**src/hdl/ihex_pkg.sv**
```systemverilog
package ihex_pkg;

	// Default for the data buffer depth (upper bound of its range is 64)
	localparam int MAX_DATA_BYTES_DEF = 32;

	// Characters of interest
	localparam logic [7:0] CH_NUL   = 8'h00;
	localparam logic [7:0] CH_LF    = 8'h0A;
	localparam logic [7:0] CH_CR    = 8'h0D;
	localparam logic [7:0] CH_COLON = 8'h3A;

	// Record types
	localparam logic [7:0] REC_DATA = 8'h00;
	localparam logic [7:0] REC_EOF  = 8'h01;
	localparam logic [7:0] REC_ELA  = 8'h04;

	// Result status codes
	localparam logic [3:0] ST_DATA_BYTE   = 4'd0;
	localparam logic [3:0] ST_EMPTY_DATA  = 4'd1;
	localparam logic [3:0] ST_EOF_OK      = 4'd2;
	localparam logic [3:0] ST_UNHANDLED   = 4'd3;
	localparam logic [3:0] ST_NO_START    = 4'd4;
	localparam logic [3:0] ST_BAD_HEX     = 4'd5;
	localparam logic [3:0] ST_EARLY_EOL   = 4'd6;
	localparam logic [3:0] ST_EARLY_END   = 4'd7;
	localparam logic [3:0] ST_BAD_CKSUM   = 4'd8;
	localparam logic [3:0] ST_TOO_LONG    = 4'd9;
	localparam logic [3:0] ST_BAD_ELA_LEN = 4'd10;
	localparam logic [3:0] ST_EOF_DATA    = 4'd11;
	localparam logic [3:0] ST_EOF_NOTLAST = 4'd12;

	// One unit of work for the back end: either a single result or a burst
	// of data bytes read from the record buffer.
	typedef struct packed {
		logic        burst;
		logic [3:0]  status;
		logic [7:0]  rec_type;
		logic [31:0] addr;
		logic [7:0]  count;
	} job_t;

	// {valid, nibble value}
	function automatic logic [4:0] hex_value(input logic [7:0] c);
		logic [4:0] r;
		r = 5'b0;
		if (c >= 8'h30 && c <= 8'h39) begin
			r = {1'b1, 4'(c - 8'h30)};
		end else if (c >= 8'h61 && c <= 8'h66) begin
			r = {1'b1, 4'(c - 8'h57)};
		end else if (c >= 8'h41 && c <= 8'h46) begin
			r = {1'b1, 4'(c - 8'h37)};
		end
		return r;
	endfunction

endpackage

```
**src/hdl/ihex_front.sv**
```systemverilog
module ihex_front
	import ihex_pkg::*;
#(
	parameter int MAX_DATA_BYTES = MAX_DATA_BYTES_DEF,
	parameter int AW = (MAX_DATA_BYTES > 1) ? $clog2(MAX_DATA_BYTES) : 1
) (
	input  logic          clk,
	input  logic          arst_n,
	input  logic          in_valid,
	output logic          in_stall,
	input  logic [7:0]    in_char,
	input  logic          q_full,
	output logic          push,
	output job_t          push_job,
	output logic          wr_en,
	output logic [AW-1:0] wr_addr,
	output logic [7:0]    wr_data,
	input  logic          burst_done
);

	localparam int CNT_W = $clog2(MAX_DATA_BYTES + 1);

	localparam logic [2:0] PH_START   = 3'd0;
	localparam logic [2:0] PH_COUNT   = 3'd1;
	localparam logic [2:0] PH_ADDR    = 3'd2;
	localparam logic [2:0] PH_TYPE    = 3'd3;
	localparam logic [2:0] PH_DATA    = 3'd4;
	localparam logic [2:0] PH_CKSUM   = 3'd5;
	localparam logic [2:0] PH_GAP     = 3'd6;
	localparam logic [2:0] PH_EOFWAIT = 3'd7;

	logic [2:0]       phase_q, phase_d;
	logic [3:0]       hi_nib_q, hi_nib_d;
	logic             nib_sel_q, nib_sel_d;
	logic [CNT_W-1:0] fpos_q, fpos_d;
	logic [CNT_W-1:0] len_q, len_d;
	logic [15:0]      offs_q, offs_d;
	logic [7:0]       kind_q, kind_d;
	logic [7:0]       csum_q, csum_d;
	logic [15:0]      upper_q, upper_d;
	logic [7:0]       b0_q, b0_d;
	logic [7:0]       b1_q, b1_d;
	logic             halted_q, halted_d;
	logic [1:0]       pend_q;

	logic       acc, eol;
	logic [4:0] hv;
	logic [7:0] b;
	logic [7:0] sum;

	function automatic job_t single(input logic [3:0] st, input logic [7:0] ty,
			input logic [31:0] ad);
		job_t j;
		j = '0;
		j.status   = st;
		j.rec_type = ty;
		j.addr     = ad;
		j.count    = 8'd1;
		return j;
	endfunction

	// data bytes may not land in the buffer while an earlier burst still reads it
	assign in_stall = q_full || (phase_q == PH_DATA && pend_q != 2'd0);
	assign acc      = in_valid && !in_stall;
	assign eol      = (in_char == CH_CR) || (in_char == CH_LF);
	assign hv       = hex_value(in_char);
	assign b        = {hi_nib_q, hv[3:0]};
	assign sum      = csum_q + b;

	always_comb begin
		phase_d   = phase_q;
		hi_nib_d  = hi_nib_q;
		nib_sel_d = nib_sel_q;
		fpos_d    = fpos_q;
		len_d     = len_q;
		offs_d    = offs_q;
		kind_d    = kind_q;
		csum_d    = csum_q;
		upper_d   = upper_q;
		b0_d      = b0_q;
		b1_d      = b1_q;
		halted_d  = halted_q;
		push      = 1'b0;
		push_job  = '0;
		wr_en     = 1'b0;
		wr_addr   = fpos_q[AW-1:0];
		wr_data   = b;
		if (acc && !halted_q) begin
			unique case (phase_q)
				PH_START, PH_GAP: begin
					if (!(phase_q == PH_GAP && eol)) begin
						if (in_char != CH_COLON) begin
							push     = 1'b1;
							push_job = single(ST_NO_START, REC_DATA, 32'd0);
							halted_d = 1'b1;
						end else begin
							csum_d    = 8'd0;
							nib_sel_d = 1'b0;
							fpos_d    = '0;
							phase_d   = PH_COUNT;
						end
					end
				end
				PH_EOFWAIT: begin
					if (!eol) begin
						push     = 1'b1;
						push_job = single((in_char == CH_NUL) ? ST_EOF_OK : ST_EOF_NOTLAST,
							REC_EOF, 32'd0);
						halted_d = 1'b1;
					end
				end
				default: begin
					if (!hv[4]) begin
						push     = 1'b1;
						push_job = single(eol ? ST_EARLY_EOL :
							((in_char == CH_NUL) ? ST_EARLY_END : ST_BAD_HEX),
							REC_DATA, 32'd0);
						halted_d = 1'b1;
					end else if (!nib_sel_q) begin
						hi_nib_d  = hv[3:0];
						nib_sel_d = 1'b1;
					end else begin
						nib_sel_d = 1'b0;
						csum_d    = sum;
						unique case (phase_q)
							PH_COUNT: begin
								if (b > 8'(MAX_DATA_BYTES)) begin
									push     = 1'b1;
									push_job = single(ST_TOO_LONG, REC_DATA, 32'd0);
									halted_d = 1'b1;
								end else begin
									len_d   = CNT_W'(b);
									fpos_d  = '0;
									phase_d = PH_ADDR;
								end
							end
							PH_ADDR: begin
								if (fpos_q == '0) begin
									offs_d = {b, 8'd0};
									fpos_d = CNT_W'(1);
								end else begin
									offs_d  = {offs_q[15:8], b};
									phase_d = PH_TYPE;
								end
							end
							PH_TYPE: begin
								kind_d  = b;
								fpos_d  = '0;
								phase_d = (len_q != '0) ? PH_DATA : PH_CKSUM;
							end
							PH_DATA: begin
								wr_en  = 1'b1;
								fpos_d = fpos_q + CNT_W'(1);
								if (fpos_q == '0) begin
									b0_d = b;
								end
								if (fpos_q == CNT_W'(1)) begin
									b1_d = b;
								end
								if (fpos_d >= len_q) begin
									phase_d = PH_CKSUM;
								end
							end
							default: begin
								phase_d = PH_GAP;
								if (sum != 8'd0) begin
									push     = 1'b1;
									push_job = single(ST_BAD_CKSUM, kind_q, 32'd0);
									halted_d = 1'b1;
								end else begin
									unique case (kind_q)
										REC_DATA: begin
											push = 1'b1;
											if (len_q == '0) begin
												push_job = single(ST_EMPTY_DATA, REC_DATA,
													{upper_q, offs_q});
											end else begin
												push_job = single(ST_DATA_BYTE, REC_DATA,
													{upper_q, offs_q});
												push_job.burst = 1'b1;
												push_job.count = 8'(len_q);
											end
										end
										REC_EOF: begin
											if (len_q != '0) begin
												push     = 1'b1;
												push_job = single(ST_EOF_DATA, REC_EOF, 32'd0);
												halted_d = 1'b1;
											end else begin
												phase_d = PH_EOFWAIT;
											end
										end
										REC_ELA: begin
											if (len_q != CNT_W'(2)) begin
												push     = 1'b1;
												push_job = single(ST_BAD_ELA_LEN, REC_ELA, 32'd0);
												halted_d = 1'b1;
											end else begin
												upper_d = {b0_q, b1_q};
											end
										end
										default: begin
											push     = 1'b1;
											push_job = single(ST_UNHANDLED, kind_q, 32'd0);
										end
									endcase
								end
							end
						endcase
					end
				end
			endcase
		end
	end

	always_ff @(posedge clk or negedge arst_n) begin
		if (!arst_n) begin
			phase_q   <= PH_START;
			hi_nib_q  <= 4'd0;
			nib_sel_q <= 1'b0;
			fpos_q    <= '0;
			len_q     <= '0;
			offs_q    <= 16'd0;
			kind_q    <= 8'd0;
			csum_q    <= 8'd0;
			upper_q   <= 16'd0;
			b0_q      <= 8'd0;
			b1_q      <= 8'd0;
			halted_q  <= 1'b0;
			pend_q    <= 2'd0;
		end else begin
			phase_q   <= phase_d;
			hi_nib_q  <= hi_nib_d;
			nib_sel_q <= nib_sel_d;
			fpos_q    <= fpos_d;
			len_q     <= len_d;
			offs_q    <= offs_d;
			kind_q    <= kind_d;
			csum_q    <= csum_d;
			upper_q   <= upper_d;
			b0_q      <= b0_d;
			b1_q      <= b1_d;
			halted_q  <= halted_d;
			pend_q    <= pend_q + 2'((push && push_job.burst) ? 1 : 0) - 2'(burst_done ? 1 : 0);
		end
	end

endmodule

```
**src/hdl/ihex_queue.sv**
```systemverilog
module ihex_queue
	import ihex_pkg::*;
(
	input  logic clk,
	input  logic arst_n,
	input  logic push,
	input  job_t push_job,
	output logic full,
	input  logic pop,
	output logic empty,
	output job_t head
);

	job_t       slot_q [2];
	logic       wptr_q, rptr_q;
	logic [1:0] cnt_q;

	assign full  = (cnt_q == 2'd2);
	assign empty = (cnt_q == 2'd0);
	assign head  = slot_q[rptr_q];

	always_ff @(posedge clk) begin
		if (push) begin
			slot_q[wptr_q] <= push_job;
		end
	end

	always_ff @(posedge clk or negedge arst_n) begin
		if (!arst_n) begin
			wptr_q <= 1'b0;
			rptr_q <= 1'b0;
			cnt_q  <= 2'd0;
		end else begin
			if (push) begin
				wptr_q <= !wptr_q;
			end
			if (pop) begin
				rptr_q <= !rptr_q;
			end
			cnt_q <= cnt_q + 2'(push ? 1 : 0) - 2'(pop ? 1 : 0);
		end
	end

endmodule

```
**src/hdl/ihex_back.sv**
```systemverilog
module ihex_back
	import ihex_pkg::*;
#(
	parameter int MAX_DATA_BYTES = MAX_DATA_BYTES_DEF,
	parameter int AW = (MAX_DATA_BYTES > 1) ? $clog2(MAX_DATA_BYTES) : 1
) (
	input  logic          clk,
	input  logic          arst_n,
	input  logic          wr_en,
	input  logic [AW-1:0] wr_addr,
	input  logic [7:0]    wr_data,
	input  logic          q_empty,
	input  job_t          q_head,
	output logic          pop,
	output logic          burst_done,
	output logic          out_valid,
	input  logic          out_stall,
	output logic [3:0]    status,
	output logic [31:0]   record_address,
	output logic [5:0]    byte_offset,
	output logic [7:0]    data_byte,
	output logic [7:0]    record_type,
	output logic          last
);

	logic [7:0] buf_mem [MAX_DATA_BYTES];

	job_t       job_q;
	logic       busy_q;
	logic [5:0] idx_q;
	logic       valid_q;
	logic [3:0] status_q;
	logic [31:0] addr_q;
	logic [5:0] offs_q;
	logic [7:0] data_q;
	logic [7:0] type_q;
	logic       last_q;

	logic load, emit, fin;

	assign load       = !valid_q || !out_stall;
	assign emit       = busy_q && load;
	assign fin        = !job_q.burst || ({2'b00, idx_q} == job_q.count - 8'd1);
	assign pop        = !busy_q && !q_empty;
	assign burst_done = emit && fin && job_q.burst;

	always_ff @(posedge clk) begin
		if (wr_en) begin
			buf_mem[wr_addr] <= wr_data;
		end
	end

	// output beat; data byte comes straight from the buffer (registered read)
	always_ff @(posedge clk) begin
		if (emit) begin
			status_q <= job_q.status;
			addr_q   <= job_q.addr;
			offs_q   <= job_q.burst ? idx_q : 6'd0;
			data_q   <= job_q.burst ? buf_mem[idx_q[AW-1:0]] : 8'd0;
			type_q   <= job_q.rec_type;
			last_q   <= fin;
		end
		if (pop) begin
			job_q <= q_head;
		end
	end

	always_ff @(posedge clk or negedge arst_n) begin
		if (!arst_n) begin
			busy_q  <= 1'b0;
			idx_q   <= 6'd0;
			valid_q <= 1'b0;
		end else begin
			if (pop) begin
				busy_q <= 1'b1;
				idx_q  <= 6'd0;
			end else if (emit) begin
				if (fin) begin
					busy_q <= 1'b0;
				end else begin
					idx_q <= idx_q + 6'd1;
				end
			end
			if (load) begin
				valid_q <= emit;
			end
		end
	end

	assign out_valid      = valid_q;
	assign status         = status_q;
	assign record_address = addr_q;
	assign byte_offset    = offs_q;
	assign data_byte      = data_q;
	assign record_type    = type_q;
	assign last           = last_q;

endmodule

```
**src/hdl/intel_hex_record_parser_top.sv**
```systemverilog
// Intel HEX record parser. Takes the hex text one character per input beat
// (character 0 marks end of input) and returns result beats: one per data
// byte of each verified data record, a marker for an empty data record, a
// warning for an unhandled record type, an end-of-file confirmation, or one
// fatal error status. A fatal error or a confirmed end of file halts the
// block until reset; later input beats are taken and ignored. Input: one
// character per cycle unless held off. The front end holds off any
// character (in_stall) while the two-entry job queue is full, and holds off a
// data character of a new record while bytes of the previous data record are
// still being read out of the single record buffer. A job passes from the
// taken character through the queue, the sequencer's job register and the
// result register; the back end then gives one result beat per cycle while
// out_stall is low, with a gap between jobs while the next job is popped.
// The result register lets a new character be taken while a finished beat
// waits on out_stall.
module intel_hex_record_parser_top
	import ihex_pkg::*;
#(
	parameter int MAX_DATA_BYTES = MAX_DATA_BYTES_DEF
) (
	input  logic        clk,
	input  logic        arst_n,
	// character channel
	input  logic        in_valid,
	output logic        in_stall,
	input  logic [7:0]  in_char,
	// result channel
	output logic        out_valid,
	input  logic        out_stall,
	output logic [3:0]  status,
	output logic [31:0] record_address,
	output logic [5:0]  byte_offset,
	output logic [7:0]  data_byte,
	output logic [7:0]  record_type,
	output logic        last
);

	// record buffer address width
	localparam int AW = (MAX_DATA_BYTES > 1) ? $clog2(MAX_DATA_BYTES) : 1;

	logic          push, pop, q_full, q_empty, burst_done;
	job_t          push_job, q_head;
	logic          wr_en;
	logic [AW-1:0] wr_addr;
	logic [7:0]    wr_data;

	// character parser, checksum and record checks
	ihex_front #(
		.MAX_DATA_BYTES(MAX_DATA_BYTES),
		.AW(AW)
	) u_front (
		.clk       (clk),
		.arst_n    (arst_n),
		.in_valid  (in_valid),
		.in_stall  (in_stall),
		.in_char   (in_char),
		.q_full    (q_full),
		.push      (push),
		.push_job  (push_job),
		.wr_en     (wr_en),
		.wr_addr   (wr_addr),
		.wr_data   (wr_data),
		.burst_done(burst_done)
	);

	// pending result jobs
	ihex_queue u_queue (
		.clk     (clk),
		.arst_n  (arst_n),
		.push    (push),
		.push_job(push_job),
		.full    (q_full),
		.pop     (pop),
		.empty   (q_empty),
		.head    (q_head)
	);

	// result sequencer with the record buffer
	ihex_back #(
		.MAX_DATA_BYTES(MAX_DATA_BYTES),
		.AW(AW)
	) u_back (
		.clk           (clk),
		.arst_n        (arst_n),
		.wr_en         (wr_en),
		.wr_addr       (wr_addr),
		.wr_data       (wr_data),
		.q_empty       (q_empty),
		.q_head        (q_head),
		.pop           (pop),
		.burst_done    (burst_done),
		.out_valid     (out_valid),
		.out_stall     (out_stall),
		.status        (status),
		.record_address(record_address),
		.byte_offset   (byte_offset),
		.data_byte     (data_byte),
		.record_type   (record_type),
		.last          (last)
	);

endmodule

```
**config.mk**
```make
export PLATFORM = sky130hd
export DESIGN_NAME = intel_hex_record_parser_top
export DESIGN_NICKNAME = d
export VERILOG_FILES = /design/src/hdl/ihex_pkg.sv /design/src/hdl/ihex_front.sv /design/src/hdl/ihex_queue.sv /design/src/hdl/ihex_back.sv /design/src/hdl/intel_hex_record_parser_top.sv
export SDC_FILE = /design/constraint.sdc
export NUM_CORES = 1
export LEC_CHECK = 0
export BUFFER_PORTS_ARGS = -buffer_cell sky130_fd_sc_hd__clkbuf_2
export CORE_ASPECT_RATIO = 0.5
export CORE_MARGIN = 5
export CORE_UTILIZATION = 25
export CTS_CLUSTER_SIZE = 28
export DETAILED_ROUTE_END_ITERATION = 10
export GPL_ROUTABILITY_DRIVEN = 0
export PLACE_DENSITY = 0.47
export SLEW_MARGIN = 0
export SYNTH_ARGS = -nofsm -noshare
export SYNTH_HDL_FRONTEND = slang
export SYNTH_SLANG_ARGS = --single-unit
```
**constraint.sdc**
```tcl
create_clock -name clk -period 15.08 [get_ports clk]
set_input_delay 4.524 -clock clk [delete_from_list [all_inputs] [get_ports clk]]
set_output_delay 4.524 -clock clk [all_outputs]
set_load 0.01 [all_outputs]
```
==> metrics, run 1 <==
Async S/R FF share, synth=0.175; DR vias/cell=between 4 and 5; clk_skew=0.0207 ns; min-delay src=u_back.job_q[39]; number of fill cells=9149; Routed WL per cell=between 15 and 20 um; r2r setup slk=~11 ns; area leader, netlist=edfxtp_1; YS warnings=0; most frequent cells in the layout=edfxtp_1 (468), mux2_2 (98), dfrtp_1 (96), mux4_2 (80), clkbuf_2 (71); Power Total=3.82 mW; CTS Root Cell=clkbuf_16; # setup viols final=0; Post-CTS Resized=0; CTS tree=built; LEAKAGE=a little over 9 nW; Core Region=92600 um^2; global-route usage over all layers=0.107; number of nets in the layout=1464; setup TNS=0 ns; DRT iter0 DRCs=721; ys flop type=edfxtp_1; via count=11755; Congestion Overflow GR=0; kind of critical path=primary input to flop; fin crit share=0.606; # IOs=between 70 and 80; post-layout min period=9.13 ns; R2R depth=9; Die Y=226 um; Synth Instances=1329; pwr dens=between 100 and 150 nW/um^2; # hold bufs at CTS=0; final wirelength=around 54000 um; first-pass GRT wire length=79800 um; top cells by area, synth=edfxtp_1 (60%), dfrtp_1 (11%), mux4_2 (7.8%); Critical Path AT=9.39 ns; first-pass detailed-route iteration total=5; Diodes inserted=0; area of the multi-input gates=6350 um^2; Final Max Slew Viols=0; FMAX=109 MHz; overall die area=99500 um^2; Synth cell types=93; clk buf depth=3; Fin. Hold Viols=0; synthesized area per cell=17.5 um^2; Post-synth EDFFs=468; Post-CTS Setup Bufs=0; Worst Hold Depth=0; DRC Markers=0; register bit total from synthesis=567; Area Growth Syn to Fin=16.2%; HPWL Detailed=32800 um; initial antenna violation count=0; htree depth=2; CTS Sinks=567; Hold WC Path Type=flop to flop; Hold Path Sink=u_back.record_address[31]; port bufs=72; chip width=441 um; Worst Path Required=approximately 15 ns; run status=completed; Crit Path Max Fanout=51; largest net degree at the start of global routing=70; RSZ-0062 raised after global routing=no; Min Hold Slack=roughly 0.42 ns; post-route ant nets=0; vias in the first global route=12100; Max IR drop VDD=0.0881 mV; Worst-Skew Late Latency=0.62 ns; Synth Net Count=1371; Critical R2R Launch=u_front.hi_nib_q[2]; Crit. End Element=flop; Max-cap violations=0; FF/Latch Area=16500 um^2; std cell rows=79; CTS Buf Count=57; RR Endpoint=u_queue.slot_q[1][9]; cell area after synthesis=23200 um^2; most common cell after layout, fill and taps aside=edfxtp_1; Least-Margin Pin Slew=1.09 ns; initial core utilization=0.251; crit path launch type=primary input; register area share after synthesis=0.711; Slew Limit Headroom=0.273; clock transition at the registers of the reported paths=0.06 ns; share of cells above drive strength 1=0.276; post-synth top area share=0.605
-- worst max-delay path by stage --
stage          startpoint                     to  slack, ns
6_report       in_char[1]   u_queue.slot_q[1][9]       5.95
2_1_floorplan  in_char[1]   u_queue.slot_q[1][0]       2.82
3_3_place_gp   in_char[0]  u_queue.slot_q[1][14]       5.37
5_1_grt        in_char[1]  u_queue.slot_q[1][14]       5.59
4_1_cts        in_char[0]  u_queue.slot_q[1][14]       5.94
3_5_place_dp   in_char[0]  u_queue.slot_q[1][12]       5.29
-- worst max-delay path: stages --
cell and delay, ns:
clkbuf_2 0.14, inv_1 0.09, ha_1 0.21, o21bai_1 0.09
a21oi_2 0.21, o21ba_1 0.38, nor2_4 0.86, ha_1 0.42
a211oi_1 0.26, a21oi_1 0.16, or3_1 0.39, a2111oi_4 0.52
nand4_1 0.26, a21oi_1 0.36, nor3b_2 0.08, buf_4 0.35
-- registers in the layout (all words and copies together) (netlist names), 2 cells and up, named ones only --
register,count
u_back.buf_mem,256
u_queue.slot_q,102
u_back.job_q,51
u_back.record_address,32
u_front.offs_q,16
u_front.upper_q,16
u_back.data_byte,8
u_back.record_type,8
u_front.b0_q,8
u_front.b1_q,8
u_front.csum_q,8
u_front.kind_q,8
u_back.byte_offset,6
u_back.idx_q,6
u_front.fpos_q,6
u_front.len_q,6
u_back.status,4
u_front.hi_nib_q,4
u_front.pend_q,2
u_front.phase_q,2
u_queue.cnt_q,2
-- through the flow --
step           std cells   util  cell area [um^2]  setup slack, ns
6_report            2725  0.292             27000             5.95
5_1_grt             2725  0.292             27000             5.59
4_1_cts             2725  0.292             27000             5.94
3_5_place_dp        2618  0.271             25100             5.29
3_3_place_gp        2618  0.271             25100             5.37
2_1_floorplan       1329      -             23200             2.82
-- synth_stat cells (3+ instances only) --
master      n
a21oi_1    22
o21ai_0    24
o211ai_1    5
buf_6       4
edfxtp_1  468
buf_2       9
o221ai_1    4
nor3_1     18
o31ai_1     6
mux4_2     80
inv_1      25
xor2_1      6
a211oi_1    5
nand3b_1    6
a21boi_0    3
dfrtp_1    99
nand2_1    67
nand3_1    13
nor2b_1    13
nor3_2      3
buf_1       4
and2_1     45
nand2b_1    7
or3_1       8
nor4_1     13
buf_4       3
a21o_1      6
mux2_2     98
nand4_1     6
xnor2_1    14
mux2i_1    17
nor3b_1     4
ha_1       29
o41ai_1     3
clkbuf_1   41
mux2_4      9
nor2_1     69
-- kinds of logic (layout without fill, tap and decap cells) --
logic type	after synthesis	in the layout	synth area share
flip-flops	567	567	0.711
AND/OR/NAND/NOR	307	307	0.0732
multiplexers	206	206	0.139
AO/OA/AOI/OAI	112	112	0.0354
buffers and inverters	87	228	0.0168
adder cells (fa/ha/maj)	30	30	0.0165
XOR/XNOR	20	20	0.00754
-- cell type report --
| type | count | share of cell area |
|---|---|---|
| well taps | 1255 | 0.0582 |
| repair buffers | 96 | 0.0201 |
| multi-input cells | 675 | 0.235 |
| clock inverters | 26 | 0.0103 |
| flip-flops and latches | 567 | 0.612 |
| clock buffers | 81 | 0.0604 |
| inverters | 25 | 0.00348 |
-- layer usage --
layer	vias to the layer above	part of all wire	wire (um)	track usage
li1	5372	-	-	-
met1	6122	0.46	24800	0.147
met2	195	0.48	25900	0.176
met3	66	0.035	1880	0.0182
met4	0	0.020	1050	0.0280
met5	-	0	0	0
-- power breakdown --
part / leakage, nW / internal (mW) / switching, mW / total, mW
sequential: 5.57 / 1.85 / 0.0717 / 1.92
clock: 0.928 / 0.838 / 0.595 / 1.43
combinational: 2.60 / 0.186 / 0.282 / 0.467
total: 9.10 / 2.87 / 0.949 / 3.82
Power figures use the tool's default switching activity.
==> run 2, diff against run 1 <==
--- a/config.mk
+++ b/config.mk
@@ -12,7 +12,7 @@
 export CTS_CLUSTER_SIZE = 28
 export DETAILED_ROUTE_END_ITERATION = 10
 export GPL_ROUTABILITY_DRIVEN = 0
-export PLACE_DENSITY = 0.47
+export PLACE_DENSITY = 0.48
 export SLEW_MARGIN = 0
 export SYNTH_ARGS = -nofsm -noshare
 export SYNTH_HDL_FRONTEND = slang
==> constraint.sdc (replaced) <==
create_clock -name clk -period 7.4 [get_ports clk]
set_input_delay 2.22 -clock clk [delete_from_list [all_inputs] [get_ports clk]]
set_output_delay 2.22 -clock clk [all_outputs]
set_load 0.01 [all_outputs]
==> run 2 against run 1 <==
Sequential power grew 110%; cell count barely moved; largest cell class unchanged; combinational power is 97% higher.
==> metrics, run 2 (synthesis results as in run 1) <==
# hold bufs at CTS=0; overall die area=99500 um^2; CTS Buf Count=58; CP Cell Sequence=clkbuf_2 -> inv_1 -> ha_1 -> or2b_2 -> a21oi_1 -> o21ba_1 -> buf_4 -> nor2_4 -> ha_1 -> a211oi_1 -> a21oi_1 -> or3_1 -> a2111oi_4 -> nand4_1 -> a21oi_1 -> nor3b_4 -> buf_4; Max-cap violations=0; CTS Root Cell=clkbuf_16; Crit Path Max Fanout=47; Biggest register=u_back.buf_mem; std cell rows=79; Fin. Hold Viols=0; clk_skew=0.0211 ns; Worst Hold Depth=0; run status=completed; Hold WC Path Type=flop to flop; post-layout min period=6.44 ns; post-route ant nets=0; RSZ-0062 raised after global routing=no; Power Total=7.73 mW; HPWL Detailed=about 32000 um; Critical R2R Launch=u_front.phase_q[0]; DR vias/cell=4.35; kind of critical path=primary input to flop; share of cells above drive strength 1=0.275; pwr dens=287 nW/um^2; # IOs=73; Slew Limit Headroom=0.295; Final Max Slew Viols=0; CTS Sinks=567; initial antenna violation count=0; DRT iter0 DRCs=a little over 900; Top Registers=u_back.buf_mem (256), u_queue.slot_q (102), u_back.job_q (51); R2R depth=6; Post-CTS Setup Bufs=0; Worst Path Required=between 7 and 8 ns; RR Endpoint=u_queue.slot_q[1][15]; Critical Path AT=6.70 ns; CTS tree=built; Worst-Skew Late Latency=between 0.6 and 0.7 ns; htree depth=2; Worst path slowest cell=a2111oi_4; clk buf depth=3; setup TNS=0 ns; port bufs=72; r2r setup slk=between 3 and 4 ns; final wirelength=52600 um; family with the most delay on the worst path=compound AO/OA/AOI/OAI gates; FF/Latch Area=16500 um^2; critical path's most frequent cell=a21oi_1; Die Y=approximately 230 um; most frequent cells in the layout=edfxtp_1 (468), mux2_2 (98), dfrtp_1 (96), mux4_2 (80), clkbuf_2 (71); clock transition at the registers of the reported paths=roughly 0.060 ns; first-pass GRT wire length=79000 um; chip width=between 400 and 500 um; Least-Margin Pin Slew=1.06 ns; largest net degree at the start of global routing=61; Critical Path Source=in_char[0]; # setup viols final=0; Routed WL per cell=19.3 um; Max IR drop VDD=about 0.17 mV; FMAX=approximately 160 MHz; Congestion Overflow GR=0; vias in the first global route=12161; global-route usage over all layers=0.105; Core Region=92600 um^2; fin crit share=0.870; Diodes inserted=0; area of the multi-input gates=6360 um^2; most common cell after layout, fill and taps aside=edfxtp_1; Hold Path Sink=u_back.record_address[27]; crit path launch type=primary input; Post-CTS Resized=0; max reg flops=between 200 and 300; min-delay src=u_back.job_q[35]; Crit. End Element=flop; number of fill cells=9194; initial core utilization=0.251; Buf+Inv Stages, Crit Path=4; first-pass detailed-route iteration total=5; via count=11854; number of nets in the layout=approximately 1500; Area Growth Syn to Fin=16.0%; LEAKAGE=9.08 nW; DRC Markers=0; Crit path largest cell delay=between 0.5 and 0.6 ns
==> run 2: changes by cell type in the layout (fill, tap and decap cells not counted), moves of 2 or more <==
cell / delta
clkinv_2: +4
clkbuf_8: -2
clkinv_1: +4
clkbuf_1: -2
clkbuf_16: -2
==> run 2: how the worst max path moves through the flow <==
stage | to | slack, ns | cells after the start
5_1_grt | u_queue.slot_q[1][14] | 0.67 | 17
3_3_place_gp | u_queue.slot_q[1][13] | 0.45 | 17
4_1_cts | u_queue.slot_q[1][14] | 0.98 | 17
6_report | u_queue.slot_q[1][15] | 0.96 | 17
2_1_floorplan | u_queue.slot_q[1][0] | 0.09 | 15
3_5_place_dp | u_queue.slot_q[1][8] | 0.34 | 17
==> run 2: worst register-to-register path, cell delays in order, from the launching register on <==
cell      delay, ns
dfrtp_1        0.68
or3b_1         0.49
o21ai_2        0.21
nor3b_4        0.42
o221ai_1       0.57
nor3b_4        0.53
buf_4          0.65
==> run 2: per-layer routing <==
layer / global-route usage / vias to the layer above / share of wire
met5: 0 / - / 0
met4: 0.0324 / 0 / 0.028
met3: 0.0158 / 84 / 0.033
met2: 0.166 / 216 / 0.46
met1: 0.149 / 6190 / 0.48
li1: - / 5364 / -
==> run 2: area by class of cell <==
class / instances / share of cell area
timing repair buffer: 95 / 0.0199
tap: 1255 / 0.0583
clock buffer: 75 / 0.0573
sequential: 567 / 0.614
clock inverter: 34 / 0.0115
multi-input combinational: 675 / 0.236
inverter: 25 / 0.00348
==> run 2: report_power, final <==
part           internal (mW)  total [mW]  switching [mW]
combinational          0.375       0.918           0.543
sequential              3.77        3.95           0.178
clock                   1.65        2.86            1.21
total                   5.79        7.73            1.94
==> run 2: stage by stage <==
step / util / hold WS, ns / setup slack, ns / cell area, um^2 / instances
floorplan: - / 0.400 / 0.0888 / 23300 / 1329
global placement: 0.271 / 0.405 / 0.448 / 25100 / 2617
detailed placement: 0.271 / 0.406 / 0.337 / 25100 / 2617
CTS: 0.291 / 0.420 / 0.978 / 27000 / 2726
global route: 0.291 / 0.422 / 0.674 / 27000 / 2726
finish: 0.291 / 0.418 / 0.963 / 27000 / 2726
